### config.mk
export PLATFORM = sky130hd
export DESIGN_NAME = tssv_shade
export DESIGN_NICKNAME = d
export VERILOG_FILES = /design/src/sv/tssv_pkg.sv /design/src/sv/tssv_shade.sv
export SDC_FILE = /design/constraint.sdc
export NUM_CORES = 1
export LEC_CHECK = 0
export BUFFER_PORTS_ARGS = -buffer_cell sky130_fd_sc_hd__buf_4
export CAP_MARGIN = 25
export CORE_MARGIN = 4
export CORE_UTILIZATION = 39
export DETAILED_ROUTE_END_ITERATION = 12
export PLACE_DENSITY = 0.65
export SLEW_MARGIN = 20
export SYNTH_ARGS = -nofsm -noshare
export SYNTH_HDL_FRONTEND = slang
export SYNTH_SLANG_ARGS = --single-unit
### constraint.sdc
create_clock -name clk -period 10.43 [get_ports clk]
set_clock_uncertainty 0.05 [all_clocks]
set_input_delay 1.043 -clock clk [delete_from_list [all_inputs] [get_ports clk]]
set_output_delay 1.043 -clock clk [all_outputs]
set_load 0.005 [all_outputs]
### src/sv/tssv_pkg.sv
// Shared types, constants and helper functions for the terrain sample to sphere vertex block.
// No dependencies; every other file of the block imports this package.
package tssv_pkg;

    // Field widths fixed by the interface.
    localparam int ELEV_W   = 8;
    localparam int LON_W    = 10;
    localparam int COORD_W  = 17;
    localparam int CFG_W    = 16;
    localparam int CFG_IDX_W = 2;
    localparam int TRIG_W   = 16;
    localparam int RADIUS_W = 25;
    localparam int ROM_W    = 2 * TRIG_W;

    // Elevation thresholds: at or below SEA_TOP is sea, up to SAND_TOP is sand.
    localparam logic [ELEV_W-1:0] SEA_TOP  = 8'd145;
    localparam logic [ELEV_W-1:0] SAND_TOP = 8'd148;

    // Unit radius in Q.24.
    localparam logic [RADIUS_W-1:0] ONE_Q24 = 25'h100_0000;

    // Quarter turn in Q30, used to build the longitude table.
    localparam logic [63:0] HALF_PI_Q30 = 64'd1686629713;

    // Configuration register indexes.
    localparam logic [CFG_IDX_W-1:0] CFG_COS_LAT   = 2'd0;
    localparam logic [CFG_IDX_W-1:0] CFG_SIN_LAT   = 2'd1;
    localparam logic [CFG_IDX_W-1:0] CFG_LIFT_GAIN = 2'd2;

    // Configuration reset values.
    localparam logic [CFG_W-1:0] COS_LAT_RESET   = 16'd0;
    localparam logic [CFG_W-1:0] SIN_LAT_RESET   = 16'd32767;
    localparam logic [CFG_W-1:0] LIFT_GAIN_RESET = 16'd12583;

    // Vertex color.
    typedef struct packed {
        logic [7:0] red;
        logic [7:0] green;
        logic [7:0] blue;
    } color_t;

    // One longitude table entry, signed Q1.15.
    typedef struct packed {
        logic signed [TRIG_W-1:0] sin_lon;
        logic signed [TRIG_W-1:0] cos_lon;
    } sincos_t;

    // Floor of v / 10 for v below 1024, by multiplying with the reciprocal.
    function automatic logic [6:0] div10(input logic [9:0] v);
        logic [22:0] prod;
        prod = {13'd0, v} * 23'd6554;
        return prod[22:16];
    endfunction

    // Color ramp for one elevation byte.
    function automatic color_t shade_color(input logic [ELEV_W-1:0] e);
        color_t     col;
        logic [7:0] depth;
        logic [7:0] sand_off;
        depth    = 8'd255 - e;
        sand_off = SAND_TOP - e;
        if (e > SAND_TOP)
        begin
            col.red   = 8'd25 + {1'b0, div10(10'({depth, 3'd0} - {2'd0, depth}))};
            col.green = {1'b0, div10(10'({depth, 2'd0} + {1'b0, depth, 1'b0}))};
            col.blue  = 8'd0;
        end
        else if (e > SEA_TOP)
        begin
            col.red   = 8'd115 + 8'(sand_off + {sand_off[6:0], 1'b0});
            col.green = 8'd85 + {sand_off[6:0], 1'b0};
            col.blue  = 8'd3;
        end
        else
        begin
            col.red   = 8'd1;
            col.green = 8'd1;
            col.blue  = 8'd32 + e;
        end
        return col;
    endfunction

endpackage

### src/sv/tssv_shade.sv
// Color and radius stage: classifies the elevation and registers color and Q.24 radius.
// Depends on tssv_pkg.
module tssv_shade (
    input  logic                          clk,
    input  logic [tssv_pkg::ELEV_W-1:0]   elevation,
    input  logic [tssv_pkg::CFG_W-1:0]    lift_gain,
    output tssv_pkg::color_t              color,
    output logic [tssv_pkg::RADIUS_W-1:0] radius
);
    import tssv_pkg::*;

    color_t              color_reg;
    color_t              color_next;
    logic [RADIUS_W-1:0] radius_reg;
    logic [RADIUS_W-1:0] radius_next;
    logic [ELEV_W-1:0]   lift_steps;
    logic [23:0]         lift;

    // Radius is lifted only above sea level.
    always_comb
    begin
        color_next = shade_color(elevation);
        lift_steps = (elevation > SEA_TOP) ? elevation - SEA_TOP : '0;
        lift       = {16'd0, lift_steps} * {8'd0, lift_gain};
        radius_next = ONE_Q24 + {1'b0, lift};
    end

    always_ff @(posedge clk)
    begin
        color_reg  <= color_next;
        radius_reg <= radius_next;
    end

    assign color  = color_reg;
    assign radius = radius_reg;

endmodule

==> summary.md <==
| Metric | Value |
|---|---|
| Status | finished, final reports clean |
| Hold path endpoint | color[5]$_SDFF_PP0_ |
| Async S/R FF share, synth | 0% |
| Fin crit period | 7.902 ns |
| Syn nets | 1,490 |
| Main synth FF type | dfxtp_1 |
| Clock Path Buffers | 2 |
| First-pass GRT wire length | 39,270 um |
| Vias in the first global route | 8,208 |
| Slew HR | 47.77% |
| Req. time, crit path | 10.61 ns |
| H-tree depth | 2 |
| Die Ht | 170.0 um |
| MaxCap Viol Count | 0 |
| Leakage | 6.100 nW |
| DRT iter0 DRCs | 273 |
| Antenna diodes | 0 |
| Final net count | 1,566 |
| Most common cell after layout, fill and taps aside | inv_1 |
| Yosys cell types | 62 |
| CP Launch Type | primary input |
| Endpoints failing setup | 0 |
| Syn_area_per_cell | 9.181 sq um |
| CTS clk-pin slew, worst paths | 0.08 ns |
| Global route overflow | 0 |
| Sequential share of the synthesized area | 9.582% |
| Antenna viol nets, final | 0 |
| Io pins | 74 |
| Pre-CTS WS | 2.220 ns |
| Wire per inst | 14.87 um |
| Detailed placement HPWL | 19,370 um |
| RePlAce Congestion | 0.8898 |
| Die W | 170.0 um |
| Fraction of layout instances using a drive strength above 1 | 9.228% |
| CTS Buf Count | 5 |
| Critical path peak fanout | 16 |
| Max-slew violations | 0 |
| Final-report hold violation count | 0 |
| Flop pwr share | 8.2% |
| Die area | 28,910 sq um |
| CP arrival | 8.08 ns |
| Drt total wl | 22,710 um |
| TNS Setup | 0 ns |
| Post-CTS Resized | 0 |
| Net Sw Frac | 51.42% |
| Initial Util | 39.51% |
| Clock root buffer | clkbuf_16 |
| Crit path kind | in2reg |
| GRT Total Usage | 16.58% |
| Crit end category | flop |
| CP max stage cell | fa_1 |
| Hold Path Depth | 2 |
| Most frequent cell on the critical path | inv_1 |
| Postcts setup bufs | 0 |
| # port buffers | 73 |
| Vias per inst | 4.885 |
| Routed via count | 7,459 |
| Clock network fraction of design power | 5.0% |
| Area Overhead vs Synth | 11.06% |
| Hold buffers post-CTS | 0 |
| Worst slew pin tran | 0.7779 ns |
| Core Rows | 59 |
| Post-synthesis cell count | 1,115 |
| Synth Warn # | 0 |
| Mapped Area | 10,240 sq um |
| Max FFs per register | 25 |
| Min-delay worst type | in2reg |
| Largest net degree at the start of global routing | 17 |
| F_max | 0.1265 GHz |
| Layout fillers | 2,531 |
| Commonest cells after routing, fill and taps aside | inv_1, ha_1, fa_1 |
| DRC viols | 0 |
| RSZ-0062 raised after global routing | no |
| HP Start | elevation[5] |
| Fin crit share | 75.76% |
| Pwr per Cell Area | 308.8 nW/um^2 |
| Initial antenna violation count | 0 |
| Pint | 0.001706 W |
| Post-synth EDFFs | 0 |
| Synthesized flop and latch total | 49 |
| Critical path's largest stage delay | 0.57 ns |
| Maximum VDD drop | 0.4376 mV |
| Core area | 25,910 sq um |
| DRT Pass-1 Iters | 4 |
| Clock sinks | 49 |
| Logic pwr share | 86.9% |
| CTS tree | built |
| Setup slack after layout | 2.528 ns |
| Net Switching | 0.001805 W |
power by group through the flow:
| stage | Combinational, W | Clock (W) | Sequential [W] |
|---|---|---|---|
| after CTS | 0.00308 | 0.000179 | 0.000287 |
| after detailed placement | 0.00305 | 0 | 0.000291 |
| after global routing | 0.00350 | 0.000186 | 0.000292 |
| after global placement | 0.00298 | 0 | 0.000293 |
| after floorplan | 0.00229 | 0 | 0.000292 |
| final | 0.00305 | 0.000175 | 0.000286 |
metal layers:
metal	track usage [%]	routed length, um
met4	4.375	476
met5	0	0
met2	29.16	11150
met1	21.77	10460
met3	1.858	625
cell usage after synthesis (all sizes together) (13+ instances only):
| library cell | count | share of area [%] |
|---|---|---|
| ha | 217 | 27 |
| inv | 240 | 8.8 |
| xor2 | 14 | 1.3 |
| nor2 | 40 | 1.5 |
| a21oi | 49 | 2.4 |
| o21ai | 15 | 0.73 |
| nand2 | 72 | 2.6 |
| fa | 133 | 26 |
| a21o | 14 | 1.0 |
| dfxtp | 49 | 9.6 |
| xnor2 | 57 | 4.9 |
| and2 | 85 | 5.2 |
| clkbuf | 13 | 0.48 |
worst max path at each step:
stage	startpoint	endpoint	slack (ns)	cells after the start
after floorplan	elevation[0]	color[22]$_DFF_P_	2.89	30
after global placement	elevation[0]	color[22]$_DFF_P_	2.47	30
after detailed placement	elevation[0]	color[21]$_DFF_P_	2.22	30
after CTS	elevation[0]	color[22]$_DFF_P_	2.52	30
after global routing	elevation[0]	color[22]$_DFF_P_	2.02	30
final	elevation[0]	color[22]$_DFF_P_	2.53	30
final cells by class:
class	count	area, sq um	area share (%)
multi-input combinational	812	8302	73.02
inverter	240	900.9	7.923
timing repair buffer	83	623.1	5.480
sequential	49	980.9	8.628
tap	335	419.2	3.687
clock inverter	2	15.01	0.1321
clock buffer	6	128.9	1.133
critical path: cells and delay by family:
kind                     cells  cell delay, ns
adder cells (fa/ha/maj)      7            3.01
AO/OA/AOI/OAI               11            2.38
buffers and inverters        7            0.85
XOR/XNOR                     2            0.52
AND/OR/NAND/NOR              3            0.27
kinds of logic (layout without fill, tap and decap cells):
family	count (synthesis)	count (layout)	share of synthesized area (%)
AOI/OAI and AO/OA	145	145	9.778
xor gates and xnor gates	71	71	6.294
adders and majority gates	350	350	52.53
buffers and inverters	254	331	9.325
DFF	49	49	9.582
muxes	1	1	0.09778
and+or+nand+nor	245	245	12.39
per-stage QoR:
stage	instance area (sq um)	total power, W	util, %	std cells	hold slack (ns)
finish	11370	0.003511	43.88	1527	0.9384
global route	11370	0.003976	43.88	1527	0.9367
CTS	11360	0.003546	43.85	1526	0.9341
detailed placement	11220	0.003338	43.30	1518	1.263
global placement	11220	0.003278	43.30	1518	1.257
floorplan	10240	0.002586	-	1115	1.065
Note: power is estimated with default switching activity, not from simulation.
